File: config.mk
export PLATFORM = sky130hd
export DESIGN_NAME = battery_aware_transmit_policy_core
export DESIGN_NICKNAME = d
export VERILOG_FILES = /design/src/hdl/batp_pkg.sv /design/src/hdl/batp_regs.sv /design/src/hdl/batp_level.sv /design/src/hdl/batp_policy.sv /design/src/hdl/battery_aware_transmit_policy_core.sv
export SDC_FILE = /design/constraint.sdc
export NUM_CORES = 2
export LEC_CHECK = 0
export ABC_AREA = 1
export BUFFER_PORTS_ARGS = -buffer_cell sky130_fd_sc_hd__buf_2
export CELL_PAD_IN_SITES_DETAIL_PLACEMENT = 2
export CELL_PAD_IN_SITES_GLOBAL_PLACEMENT = 2
export CORE_AREA = 2 2 346 348
export CTS_CLUSTER_DIAMETER = 200
export CTS_CLUSTER_SIZE = 30
export DETAILED_ROUTE_END_ITERATION = 10
export DIE_AREA = 0 0 348 350
export GPL_TIMING_DRIVEN = 0
export PLACE_DENSITY = 0.92
export SLEW_MARGIN = 5
export SYNTH_ARGS = -nofsm -noshare
export SYNTH_HDL_FRONTEND = slang
export SYNTH_SLANG_ARGS = --single-unit
File: constraint.sdc
create_clock -name i_clk -period 23 [get_ports i_clk]
set_input_delay 4.6 -clock i_clk [delete_from_list [all_inputs] [get_ports i_clk]]
set_output_delay 4.6 -clock i_clk [all_outputs]
set_load 0.02 [all_outputs]
File: src/hdl/batp_pkg.sv
// battery-aware transmit policy: shared types, constants and helper functions
// no dependencies; imported by every module of the block
package batp_pkg;

    localparam int STORE_DEPTH = 256;
    localparam int BUF_W       = $clog2(STORE_DEPTH + 1);

    localparam logic [1:0] MODE_SAMPLE = 2'd0;
    localparam logic [1:0] MODE_CHECK  = 2'd1;
    localparam logic [1:0] MODE_DONE   = 2'd2;

    localparam logic [1:0] LVL_FULL = 2'd0;
    localparam logic [1:0] LVL_MID  = 2'd1;
    localparam logic [1:0] LVL_LOW  = 2'd2;

    localparam int CFG_IDX_W = 3;
    localparam logic [CFG_IDX_W-1:0] CFG_FULL_LEVEL  = 3'd0;
    localparam logic [CFG_IDX_W-1:0] CFG_MID_LEVEL   = 3'd1;
    localparam logic [CFG_IDX_W-1:0] CFG_FULL_PERIOD = 3'd2;
    localparam logic [CFG_IDX_W-1:0] CFG_MID_PERIOD  = 3'd3;
    localparam logic [CFG_IDX_W-1:0] CFG_CHANGE_LIM  = 3'd4;

    localparam logic [31:0] DAY_MINUTES    = 32'd1440;
    localparam logic [33:0] BASELINE_SENDS = 34'd144;

    // floor(x/3) = (x * 43691) >> 17 for x below 2^17
    localparam logic [31:0] DIV3_MUL   = 32'd43691;
    localparam int          DIV3_SHIFT = 17;
    // floor(n*100/144) = floor(n*25/36) = (n * 25 * 3641) >> 17
    localparam logic [23:0] SAV_MUL    = 24'd91025;
    localparam int          SAV_SHIFT  = 17;

    typedef struct packed {
        logic [1:0]         mode;
        logic [31:0]        time_now;
        logic [12:0]        battery_mv;
        logic signed [23:0] sensor_reading;
        logic               force_req;
    } t_in;

    typedef struct packed {
        logic [1:0]  power_level;
        logic        transmit;
        logic        flush_request;
        logic        store_write;
        logic [7:0]  store_slot;
        logic [12:0] filtered_mv;
        logic [6:0]  savings_percent;
    } t_out;

    typedef struct packed {
        logic [12:0] full_level_mv;
        logic [12:0] mid_level_mv;
        logic [15:0] full_period_min;
        logic [15:0] mid_period_min;
        logic [15:0] change_limit_q10;
    } t_cfg;

    // level tracker status seen by the policy
    typedef struct packed {
        logic [1:0]  level;
        logic [31:0] low_entry_time;
    } t_lvl_stat;

    // level tracker contribution to one result
    typedef struct packed {
        logic [1:0]  level;
        logic        flush_request;
        logic [12:0] filtered_mv;
    } t_lvl_res;

    // policy contribution to one result
    typedef struct packed {
        logic       transmit;
        logic       store_write;
        logic [7:0] store_slot;
    } t_pol_res;

    function automatic logic [12:0] div3(input logic [14:0] sum);
        logic [31:0] prod;
        prod = 32'(sum) * DIV3_MUL;
        return 13'(prod >> DIV3_SHIFT);
    endfunction

    function automatic logic [6:0] savings_pct(input logic [33:0] total);
        logic [7:0]  n;
        logic [23:0] prod;
        n    = 8'(BASELINE_SENDS - total);
        prod = 24'(n) * SAV_MUL;
        if (total < BASELINE_SENDS) begin
            return 7'(prod >> SAV_SHIFT);
        end
        return 7'd0;
    endfunction

endpackage

File: src/hdl/batp_regs.sv
// configuration register file of the transmit policy
// depends on batp_pkg for the register layout and index codes
module batp_regs import batp_pkg::*; (
    input  logic                 i_clk,
    input  logic                 i_rst_n,
    input  logic                 i_wr,
    input  logic [CFG_IDX_W-1:0] i_index,
    input  logic [15:0]          i_data,
    output t_cfg                 o_cfg
);

    t_cfg r_cfg;
    t_cfg n_cfg;

    always_comb begin
        n_cfg = r_cfg;
        if (i_wr) begin
            unique case (i_index)
                CFG_FULL_LEVEL:  n_cfg.full_level_mv    = i_data[12:0];
                CFG_MID_LEVEL:   n_cfg.mid_level_mv     = i_data[12:0];
                CFG_FULL_PERIOD: n_cfg.full_period_min  = i_data;
                CFG_MID_PERIOD:  n_cfg.mid_period_min   = i_data;
                CFG_CHANGE_LIM:  n_cfg.change_limit_q10 = i_data;
                default:         n_cfg = r_cfg;
            endcase
        end
    end

    always_ff @(posedge i_clk) begin
        if (!i_rst_n) begin
            r_cfg.full_level_mv    <= 13'd4000;
            r_cfg.mid_level_mv     <= 13'd3600;
            r_cfg.full_period_min  <= 16'd10;
            r_cfg.mid_period_min   <= 16'd30;
            r_cfg.change_limit_q10 <= 16'd51;
        end else begin
            r_cfg <= n_cfg;
        end
    end

    assign o_cfg = r_cfg;

endmodule

File: src/hdl/batp_level.sv
// voltage window, three-sample average and FULL/MID/LOW classification
// depends on batp_pkg for types, level codes and the divide-by-three helper
module batp_level import batp_pkg::*; (
    input  logic      i_clk,
    input  logic      i_rst_n,
    input  logic      i_fire,
    input  t_in       i_item,
    input  t_cfg      i_cfg,
    input  logic      i_buf_nonempty,
    output t_lvl_stat o_stat,
    output t_lvl_res  o_res
);

    logic [12:0] r_win [3];
    logic [12:0] n_win [3];
    logic [1:0]  r_pos;
    logic [1:0]  n_pos;
    logic [1:0]  r_level;
    logic [1:0]  n_level;
    logic [31:0] r_changes;
    logic [31:0] n_changes;
    logic [31:0] r_low_entry;
    logic [31:0] n_low_entry;
    logic [12:0] r_avg;
    logic [12:0] n_avg;

    logic        sample;
    logic [12:0] cand_win [3];
    logic [14:0] cand_sum;
    logic [14:0] full_thr3;
    logic [14:0] mid_thr3;
    logic [1:0]  cand_level;
    logic        flush;

    assign sample = i_fire && (i_item.mode == MODE_SAMPLE);

    always_comb begin
        for (int i = 0; i < 3; i++) begin
            cand_win[i] = (r_pos == 2'(i)) ? i_item.battery_mv : r_win[i];
        end
        cand_sum = 15'(cand_win[0]) + 15'(cand_win[1]) + 15'(cand_win[2]);
    end

    // avg >= t is the same as sum >= 3t, so no divide sits in the compare
    assign full_thr3 = {1'b0, i_cfg.full_level_mv, 1'b0} + 15'(i_cfg.full_level_mv);
    assign mid_thr3  = {1'b0, i_cfg.mid_level_mv, 1'b0} + 15'(i_cfg.mid_level_mv);

    always_comb begin
        if (cand_sum >= full_thr3) begin
            cand_level = LVL_FULL;
        end else if (cand_sum >= mid_thr3) begin
            cand_level = LVL_MID;
        end else begin
            cand_level = LVL_LOW;
        end
    end

    always_comb begin
        n_win       = r_win;
        n_pos       = r_pos;
        n_level     = r_level;
        n_changes   = r_changes;
        n_low_entry = r_low_entry;
        n_avg       = r_avg;
        flush       = 1'b0;
        if (sample) begin
            n_win = cand_win;
            n_pos = (r_pos >= 2'd2) ? 2'd0 : r_pos + 2'd1;
            n_avg = div3(cand_sum);
            if (cand_level != r_level) begin
                n_changes = r_changes + 32'd1;
                flush     = (r_level == LVL_LOW) && i_buf_nonempty;
                if (cand_level == LVL_LOW) begin
                    n_low_entry = i_item.time_now;
                end
                n_level = cand_level;
            end
        end
    end

    always_ff @(posedge i_clk) begin
        if (!i_rst_n) begin
            r_win       <= '{default: '0};
            r_pos       <= '0;
            r_level     <= LVL_MID;
            r_changes   <= '0;
            r_low_entry <= '0;
            r_avg       <= '0;
        end else begin
            r_win       <= n_win;
            r_pos       <= n_pos;
            r_level     <= n_level;
            r_changes   <= n_changes;
            r_low_entry <= n_low_entry;
            r_avg       <= n_avg;
        end
    end

    assign o_stat.level          = r_level;
    assign o_stat.low_entry_time = r_low_entry;

    assign o_res.level         = n_level;
    assign o_res.flush_request = flush;
    assign o_res.filtered_mv   = n_avg;

endmodule

File: src/hdl/batp_policy.sv
// transmit decision, low-state buffering, send bookkeeping and savings figure
// depends on batp_pkg for types, codes and the savings helper
module batp_policy import batp_pkg::*; (
    input  logic      i_clk,
    input  logic      i_rst_n,
    input  logic      i_fire,
    input  t_in       i_item,
    input  t_cfg      i_cfg,
    input  t_lvl_stat i_stat,
    output t_pol_res  o_res,
    output logic      o_buf_nonempty,
    output logic [6:0] o_savings
);

    logic [31:0]        r_last_time;
    logic [31:0]        n_last_time;
    logic signed [23:0] r_last_val;
    logic signed [23:0] n_last_val;
    logic [BUF_W-1:0]   r_buf;
    logic [BUF_W-1:0]   n_buf;
    logic [31:0]        r_cnt [3];
    logic [31:0]        n_cnt [3];

    logic [31:0]        elapsed;
    logic [31:0]        low_elapsed;
    logic signed [24:0] diff;
    logic [24:0]        diff_abs;
    logic [38:0]        lhs;
    logic [38:0]        rhs;
    logic               last_pos;
    logic               change_hit;
    logic [33:0]        total;
    t_pol_res           res;

    assign elapsed     = i_item.time_now - r_last_time;
    assign low_elapsed = i_item.time_now - i_stat.low_entry_time;

    // relative change: |d| * 1024 > limit * last, only for a positive last value
    assign last_pos   = !r_last_val[23] && (r_last_val != '0);
    assign diff       = 25'(i_item.sensor_reading) - 25'(r_last_val);
    assign diff_abs   = diff[24] ? 25'(-diff) : 25'(diff);
    assign lhs        = {4'd0, diff_abs, 10'd0};
    assign rhs        = 39'(i_cfg.change_limit_q10) * 39'(r_last_val[22:0]);
    assign change_hit = last_pos && (lhs > rhs);

    always_comb begin
        res         = '0;
        n_last_time = r_last_time;
        n_last_val  = r_last_val;
        n_buf       = r_buf;
        n_cnt       = r_cnt;
        if (i_fire) begin
            unique case (i_item.mode)
                MODE_CHECK: begin
                    if (i_item.force_req) begin
                        res.transmit = 1'b1;
                    end else if (i_stat.level == LVL_FULL) begin
                        res.transmit = elapsed >= 32'(i_cfg.full_period_min);
                    end else if (i_stat.level == LVL_MID) begin
                        res.transmit = (elapsed >= 32'(i_cfg.mid_period_min)) || change_hit;
                    end else begin
                        if (r_buf < BUF_W'(STORE_DEPTH)) begin
                            res.store_write = 1'b1;
                            res.store_slot  = 8'(r_buf);
                            n_buf           = r_buf + BUF_W'(1);
                        end
                        res.transmit = low_elapsed >= DAY_MINUTES;
                    end
                end
                MODE_DONE: begin
                    n_last_time = i_item.time_now;
                    n_last_val  = i_item.sensor_reading;
                    case (i_stat.level)
                        LVL_FULL: n_cnt[0] = r_cnt[0] + 32'd1;
                        LVL_MID:  n_cnt[1] = r_cnt[1] + 32'd1;
                        LVL_LOW:  n_cnt[2] = r_cnt[2] + 32'd1;
                        default:  n_cnt    = r_cnt;
                    endcase
                    if (i_stat.level != LVL_LOW) begin
                        n_buf = '0;
                    end
                end
                default: begin
                    res = '0;
                end
            endcase
        end
    end

    always_ff @(posedge i_clk) begin
        if (!i_rst_n) begin
            r_last_time <= '0;
            r_last_val  <= '0;
            r_buf       <= '0;
            r_cnt       <= '{default: '0};
        end else begin
            r_last_time <= n_last_time;
            r_last_val  <= n_last_val;
            r_buf       <= n_buf;
            r_cnt       <= n_cnt;
        end
    end

    // counters only move when a new result is loaded, so this tracks the held result
    assign total     = 34'(r_cnt[0]) + 34'(r_cnt[1]) + 34'(r_cnt[2]);
    assign o_savings = savings_pct(total);

    assign o_res          = res;
    assign o_buf_nonempty = r_buf != '0;

endmodule

File: src/hdl/battery_aware_transmit_policy_core.sv
// battery-aware transmit policy, top level: input register, result register, handshakes
// order: input register, then the result register once it is free or drains
// one transaction per cycle unless the output stalls; one result per transaction
// the step is a single pass of logic between the input and result registers
// reset: synchronous, active low; clears handshake state, policy state and loads the
// default configuration; no clearing pass, the block is ready right after reset
module battery_aware_transmit_policy_core import batp_pkg::*; (
    input  logic                 i_clk,
    input  logic                 i_rst_n,
    input  logic                 i_valid,
    output logic                 o_stall,
    input  t_in                  i_data,
    output logic                 o_valid,
    input  logic                 i_stall,
    output t_out                 o_data,
    input  logic                 i_cfg_valid,
    output logic                 o_cfg_ready,
    input  logic [CFG_IDX_W-1:0] i_cfg_index,
    input  logic [15:0]          i_cfg_data
);

    logic      r_in_valid;
    logic      n_in_valid;
    t_in       r_in;
    logic      r_out_valid;
    logic      n_out_valid;
    t_out      r_out;
    t_out      n_out;

    logic      accept;
    logic      fire;
    t_cfg      cfg;
    t_lvl_stat lvl_stat;
    t_lvl_res  lvl_res;
    t_pol_res  pol_res;
    logic      buf_nonempty;
    logic [6:0] savings;

    assign o_cfg_ready = 1'b1;

    // the item in the input register moves on when the result register is free or drains
    assign fire    = r_in_valid && (!r_out_valid || !i_stall);
    assign o_stall = r_in_valid && r_out_valid && i_stall;
    assign accept  = i_valid && !o_stall;

    batp_regs u_regs (
        .i_clk   (i_clk),
        .i_rst_n (i_rst_n),
        .i_wr    (i_cfg_valid && o_cfg_ready),
        .i_index (i_cfg_index),
        .i_data  (i_cfg_data),
        .o_cfg   (cfg)
    );

    batp_level u_level (
        .i_clk          (i_clk),
        .i_rst_n        (i_rst_n),
        .i_fire         (fire),
        .i_item         (r_in),
        .i_cfg          (cfg),
        .i_buf_nonempty (buf_nonempty),
        .o_stat         (lvl_stat),
        .o_res          (lvl_res)
    );

    batp_policy u_policy (
        .i_clk          (i_clk),
        .i_rst_n        (i_rst_n),
        .i_fire         (fire),
        .i_item         (r_in),
        .i_cfg          (cfg),
        .i_stat         (lvl_stat),
        .o_res          (pol_res),
        .o_buf_nonempty (buf_nonempty),
        .o_savings      (savings)
    );

    always_comb begin
        n_in_valid = r_in_valid;
        if (accept) begin
            n_in_valid = 1'b1;
        end else if (fire) begin
            n_in_valid = 1'b0;
        end
        n_out_valid = fire ? 1'b1 : (r_out_valid && i_stall);
    end

    always_comb begin
        n_out                 = '0;
        n_out.power_level     = lvl_res.level;
        n_out.transmit        = pol_res.transmit;
        n_out.flush_request   = lvl_res.flush_request;
        n_out.store_write     = pol_res.store_write;
        n_out.store_slot      = pol_res.store_slot;
        n_out.filtered_mv     = lvl_res.filtered_mv;
    end

    always_ff @(posedge i_clk) begin
        if (!i_rst_n) begin
            r_in_valid  <= 1'b0;
            r_out_valid <= 1'b0;
        end else begin
            r_in_valid  <= n_in_valid;
            r_out_valid <= n_out_valid;
        end
    end

    always_ff @(posedge i_clk) begin
        if (accept) begin
            r_in <= i_data;
        end
        if (fire) begin
            r_out <= n_out;
        end
    end

    assign o_valid = r_out_valid;

    always_comb begin
        o_data                 = r_out;
        o_data.savings_percent = savings;
    end

`ifndef SYNTH
    a_stall_only_when_full: assert property (@(posedge i_clk) disable iff (!i_rst_n)
        o_stall |-> (r_in_valid && o_valid && i_stall))
        else $error("input stalled while the result register could drain");

    a_step_gives_result: assert property (@(posedge i_clk) disable iff (!i_rst_n)
        fire |=> o_valid)
        else $error("processed transaction left no result");

    a_store_only_in_low: assert property (@(posedge i_clk) disable iff (!i_rst_n)
        (o_valid && o_data.store_write) |-> (o_data.power_level == LVL_LOW))
        else $error("buffer write reported outside the low state");

    a_flush_leaves_low: assert property (@(posedge i_clk) disable iff (!i_rst_n)
        (o_valid && o_data.flush_request) |-> (o_data.power_level != LVL_LOW))
        else $error("flush request while still in the low state");
`endif

endmodule

---- Word level (Yosys, flattened, before mapping) ----
Cells that the tools add are included.
storage, ports and cells
  flip-flop bits (word level) ............. 423
  bits of input ports ..................... 96
  output and inout bits ................... 36
  word-level logic and storage cells ...... 142
operators by class
  $add $sub $neg .......................... 16
  multiply operators ...................... 3
  $lt $le $gt $ge ......................... 9
  equality and inequality tests ........... 18
  multiplexer cells ....................... 26
  bitwise operators ....................... 2
  reduce and logical (&&, ||, !) cells .... 37
operators by type and width
  kind                      count
  $add A32 B1 Y32 const B   3
  $ge A32 B16 Y1            2
  $sub A32 B32 Y32          2
  $mux W9                   6
  $mux W13                  4
  $gt A35 B39 Y1            1
  $mul A16 B23 Y39          1
  $add A33 B32 Y34          1
  $lt A34 B8 Y1 const B     1
  $add A32 B32 Y33          1
  $ge A32 B11 Y1 const B    1
  $add A14 B13 Y15          2
  $ge A15 B15 Y1            2
  $mul A15 B16 Y30 const B  1
  $mux W25                  1
  $neg A25 Y25              1
  $sub A24 B24 Y25          1
  $mul A8 B17 Y24 const B   1
  $reduce_bool A24 Y1       1
  $pmux W9 S2               1
  $add A15 B13 Y15          1
  $add A13 B13 Y14          1
  $mux W7                   2
  $reduce_and A2 Y1         7
  27 further kinds          66

---- Longest topological paths before layout ----
  depth in word-level cells ............... 10
  depth in mapped cells ................... 52

---- Cells and area by module ----
From an unflattened synthesis, not the netlist that was laid out.
second synthesis, totals
  cells, all modules ...................... 6669
  area, all modules ....................... 48187.5 um^2
modules (own cells, without submodules)
  module                              times used  cells each  area each (um^2)
  batp_policy                         1           4693        31711.7
  batp_level                          1           1449        10453.8
  battery_aware_transmit_policy_core  1           113         3049.2
  batp_regs                           1           414         2972.9

---- Least setup slack after synthesis ----
OpenSTA, ideal clock, no wires.
  path kind ............................... flip-flop to output port
  from .................................... reg u_policy.r_cnt[1] (netlist name)
  to ...................................... out o_data[5] (netlist name)
  arrival time ............................ 5.863 ns
  data required time ...................... 18.400 ns
  setup slack ............................. 12.537 ns
  cell stages (with the launch flop) ...... 25
  buffers on the path ..................... 0
  cells stage by stage .................... dfxtp_1 fa_1 ha_1 fa_1 nand3_1 nand3_1 xor2_1 nand2_1 xnor2_1 inv_1 ha_1 fa_1 inv_1 fa_1 inv_1 fa_1 ha_1 a21oi_1 o21a_1 o21ai_0 a21oi_1 nand3_1 nand2_1 inv_1 nor2_1
RTL lines
  what                    RTL line                                  text
  from (decl)             batp_policy.sv:21                         logic [31:0] r_cnt [3];
  from (signal assigned)  batp_policy.sv:100                        r_cnt <= n_cnt;
  to (decl)               battery_aware_transmit_policy_core.sv:15  output t_out o_data,

==> summary.md <==
| Metric | Value |
|---|---|
| Synth top cells by count | nand2_1, inv_1, nor2_1 |
| Combinational fraction of design power | 0.724 |
| Number of buffers added to fix hold violations after cts | 0 |
| Area growth from synthesis to layout | 6.59% |
| Skew-Pair Late Insertion Delay | 670 ps |
| Number of enable-type register cells in the synthesized netlist | 98 |
| Post-synthesis cell area | 48,000 um2 |
| Post-synthesis average cell area | 7.14 um2 |
| PostCTS Resize Cnt | 0 |
| Weighted congestion at the end of routability-driven global placement | 0.900 |
| Net load switching power | 2.56 mW |
| Critical path startpoint category | flip-flop |
| Slew headroom | 0.149 |
| Met3 Usage GRT | 0.0697 |
| Die W | 348 um |
| Setup slack of the critical path after layout | 8230 ps |
| Starting density of the core | 0.407 |
| Hold crit path type | reg -> reg |
| Global route total overflow | 0 |
| Leading register cell type out of synthesis | dfxtp_1 |
| Cell type with the largest total area after synthesis | fa_1 |
| Fmax | 0.0677 GHz |
| Port bufs | 129 |
| Power density over the cells | 90.4 nW/um2 |
| Largest vdd supply drop | 223 uV |
| Required arrival time at the worst endpoint | 18,400 ps |
| RSZ-0062 raised after global routing | false |
| Global-route met2 utilization | 0.652 |
| Met1 usage in global routing | 0.418 |
| Number of antenna violations at the first check in global routing | 14 |
| Global-route layer with the greatest usage | met2 |
| Net Count, Synth | 7,754 |
| Root Buffer | clkbuf_16 |
| Number of nets in the finished design | 7,904 |
| Pre-CTS setup slack | 10,400 ps |
| Post-synth ARST share | 0 |
| Fin Setup TNS | 0 ps |
| Total clock sinks | 423 |
| Slew at the pin closest to its max-slew limit | 1270 ps |
| Flop pwr share | 0.176 |
| Setup fix buffers added after clock tree synthesis | 0 |
| Finished Layout Cells | 8,418 |
| Number of buffers added by the clock tree synthesis step | 18 |
| Leakage power of the design | 26.2 nW |
| Arrival time of data at the critical path endpoint | 10,170 ps |
| DR WL/cell | 26.9 um |
| Top-Level Pins | 132 |
| Number of max-capacitance violations reported | 0 |
| Post-synthesis sequential area ratio | 0.197 |
| Status | finished clean |
| Dpl cells | 8,380 |
| Drt total wl | 226 mm |
| Std cell rows | 126 |
| Switching fraction of total power | 0.554 |
| Combined global-route utilization of all metal layers | 0.372 |
| Largest net degree at the start of global routing | 57 |
| Post-CTS clock slew at the launch and capture registers of the worst setup and hold paths | 140 ps |
| Clock Skew | 77.0 ps |
| Final clock period utilization by the worst path | 0.642 |
| Die height | 350 um |
| Dominant cells by area after synthesis | fa_1, ha_1, dfxtp_1, nand2_1, inv_1 |
| Remaining number of nets flagged by the antenna check after routing | 0 |
| Wire length of the first global-routing pass | 345 mm |
| HPWL Detailed | 182 mm |
| Distinct cell type count after synthesis | 60 |
| Kind of capture point of the worst setup path | primary output |
| Final worst path period need | 14,770 ps |
| Via count | 48,311 |
| Number of max-slew violations in the final report | 0 |
| Internal Power | 2.06 mW |
| Clock tree from TritonCTS | done |
| Number of global-route vias before repair | 56,410 |
| Mapped Cells | 6,714 |
| Maximum fanout encountered on the critical timing path | 8 |
| Number of endpoints with negative hold slack in the final report | 0 |
| Via density | 5.74 |
| Placeable core area | 118,000 um2 |
| Fraction of final layout cells sized beyond drive strength 1 | 0.0345 |
| Post-route DRC | 0 |
| Fillers | 14,201 |
| Area share of the largest cell type after synthesis | 0.173 |
| Total of endpoints with negative setup slack in the final report | 0 |
| H-Tree Level Count | 1 |
| Number of flip-flops and latches in the synthesized netlist | 423 |
| Number of DRC markers in iteration 0 | 3,113 |
| Total iterations of the first detailed-routing run | 5 |
| Kind of critical path | reg -> out |
| Maximum clock path buffer count | 3 |
| Die area | 122,000 um2 |
| Clock network fraction of design power | 0.100 |
| Total number of yosys warnings | 0 |
| Count leader, synth | nand2_1 |
## sequential cells by signal, indices dropped and copies added, names as in the netlist
| signal | cells |
|---|---|
| r_in | 72 |
| u_level.r_win | 39 |
| u_regs.o_cfg | 74 |
| r_in_valid | 1 |
| o_valid | 1 |
| u_level.r_level | 2 |
| u_policy.r_last_val | 24 |
| u_policy.r_cnt | 96 |
| u_level.r_avg | 13 |
| o_data | 26 |
| u_policy.r_last_time | 32 |
| u_level.r_pos | 2 |
| u_policy.r_buf | 9 |
| u_level.r_low_entry | 32 |
## placed cells by master (no fill, tap or decap), drive strengths merged, types with 2 or more instances in the layout
master,instances
nand2,1573
inv,1428
nor2,574
ha,529
a21oi,438
fa,415
dfxtp,325
o21ai,320
nand3,269
buf,163
clkbuf,160
xor2,124
edfxtp,98
nand4,92
nor3,84
xnor2,59
nor4,28
a211oi,24
o21a,23
o21bai,21
a21o,19
nand3b,18
a31oi,17
or2,11
a21boi,10
diode,8
and2,8
o211ai,8
nor3b,7
a221oi,5
o31ai,5
and3,5
o221a,2
clkinv,2
## routing by layer
layer  part of all wire  up-vias
li1                   -    21234
met2               0.49     1759
met1               0.38    24453
met5           0.000075        -
met3              0.055      863
met4              0.070        2
## worst paths after layout
| path | slack (ps) | depth (start not counted) | from | end |
|---|---|---|---|---|
| max | 8230 | 25 | u_policy.r_cnt[33]$_SDFFE_PN0P_ | o_data[6] |
| min | 490 | 2 | u_level.r_win[23]$_SDFFE_PN0P_ | u_level.r_win[23]$_SDFFE_PN0P_ |
| max reg2reg | 11040 | 48 | u_level.r_pos[1]$_SDFFE_PN0P_ | o_data[17]$_DFFE_PP_ |
| min reg2reg | 490 | 2 | u_level.r_win[23]$_SDFFE_PN0P_ | u_level.r_win[23]$_SDFFE_PN0P_ |
## kinds of logic after synthesis
logic type,count (synthesis),share of synthesized area
other,1,0.0000782
xor gates and xnor gates,183,0.0334
adders and majority gates,944,0.311
DFF,423,0.197
AOI/OAI and AO/OA,899,0.101
and+or+nand+nor,2671,0.232
buffers and inverters,1593,0.125
## per-stage QoR
| step | hold WS (ps) | utilization | cell area, um2 | total power [mW] |
|---|---|---|---|---|
| after floorplan | 425 | - | 48000 | 2.89 |
| after global placement | 437 | 0.429 | 50500 | 3.56 |
| after detailed placement | 466 | 0.429 | 50600 | 4.05 |
| after CTS | 484 | 0.434 | 51100 | 4.55 |
| after global routing | 504 | 0.434 | 51100 | 4.98 |
| final | 487 | 0.434 | 51100 | 4.62 |
## worst max-delay path: stages, from the launching register on
cell and delay [ps]:
dfxtp_1 490, fa_1 500, ha_1 270, fa_1 440
nand3_1 100, nand3_1 350, a21boi_1 580, xor2_1 450
xor2_1 800, inv_1 330, fa_1 570, ha_1 320
inv_1 90, fa_1 850, inv_1 300, fa_1 550
ha_1 360, a21oi_1 280, o21ai_0 140, a21oi_1 680
nand2_1 270, nand2_1 150, nand2_1 70, xor2_1 170
nor2_1 160, buf_2 210
## power groups by stage
stage	registers, mW	clock network (mW)	logic [mW]
2_1_floorplan	0.823	0	2.07
3_3_place_gp	0.827	0	2.74
4_1_cts	0.813	0.464	3.27
5_1_grt	0.816	0.485	3.68
6_report	0.814	0.460	3.35
3_5_place_dp	0.829	0	3.22
## cell type report
| cell class | count | area [um2] | area share |
|---|---|---|---|
| inverter | 1426 | 5360 | 0.105 |
| buffer | 167 | 652 | 0.0127 |
| timing repair buffer | 130 | 673 | 0.0132 |
| clock inverter | 4 | 63.8 | 0.00125 |
| clock buffer | 26 | 480 | 0.00940 |
| multi-input combinational | 4698 | 32500 | 0.636 |
| sequential | 423 | 9450 | 0.185 |
| antenna | 8 | 20.0 | 0.000392 |
| tap | 1536 | 1920 | 0.0376 |
No activity file was read; power rests on OpenSTA's default activity.
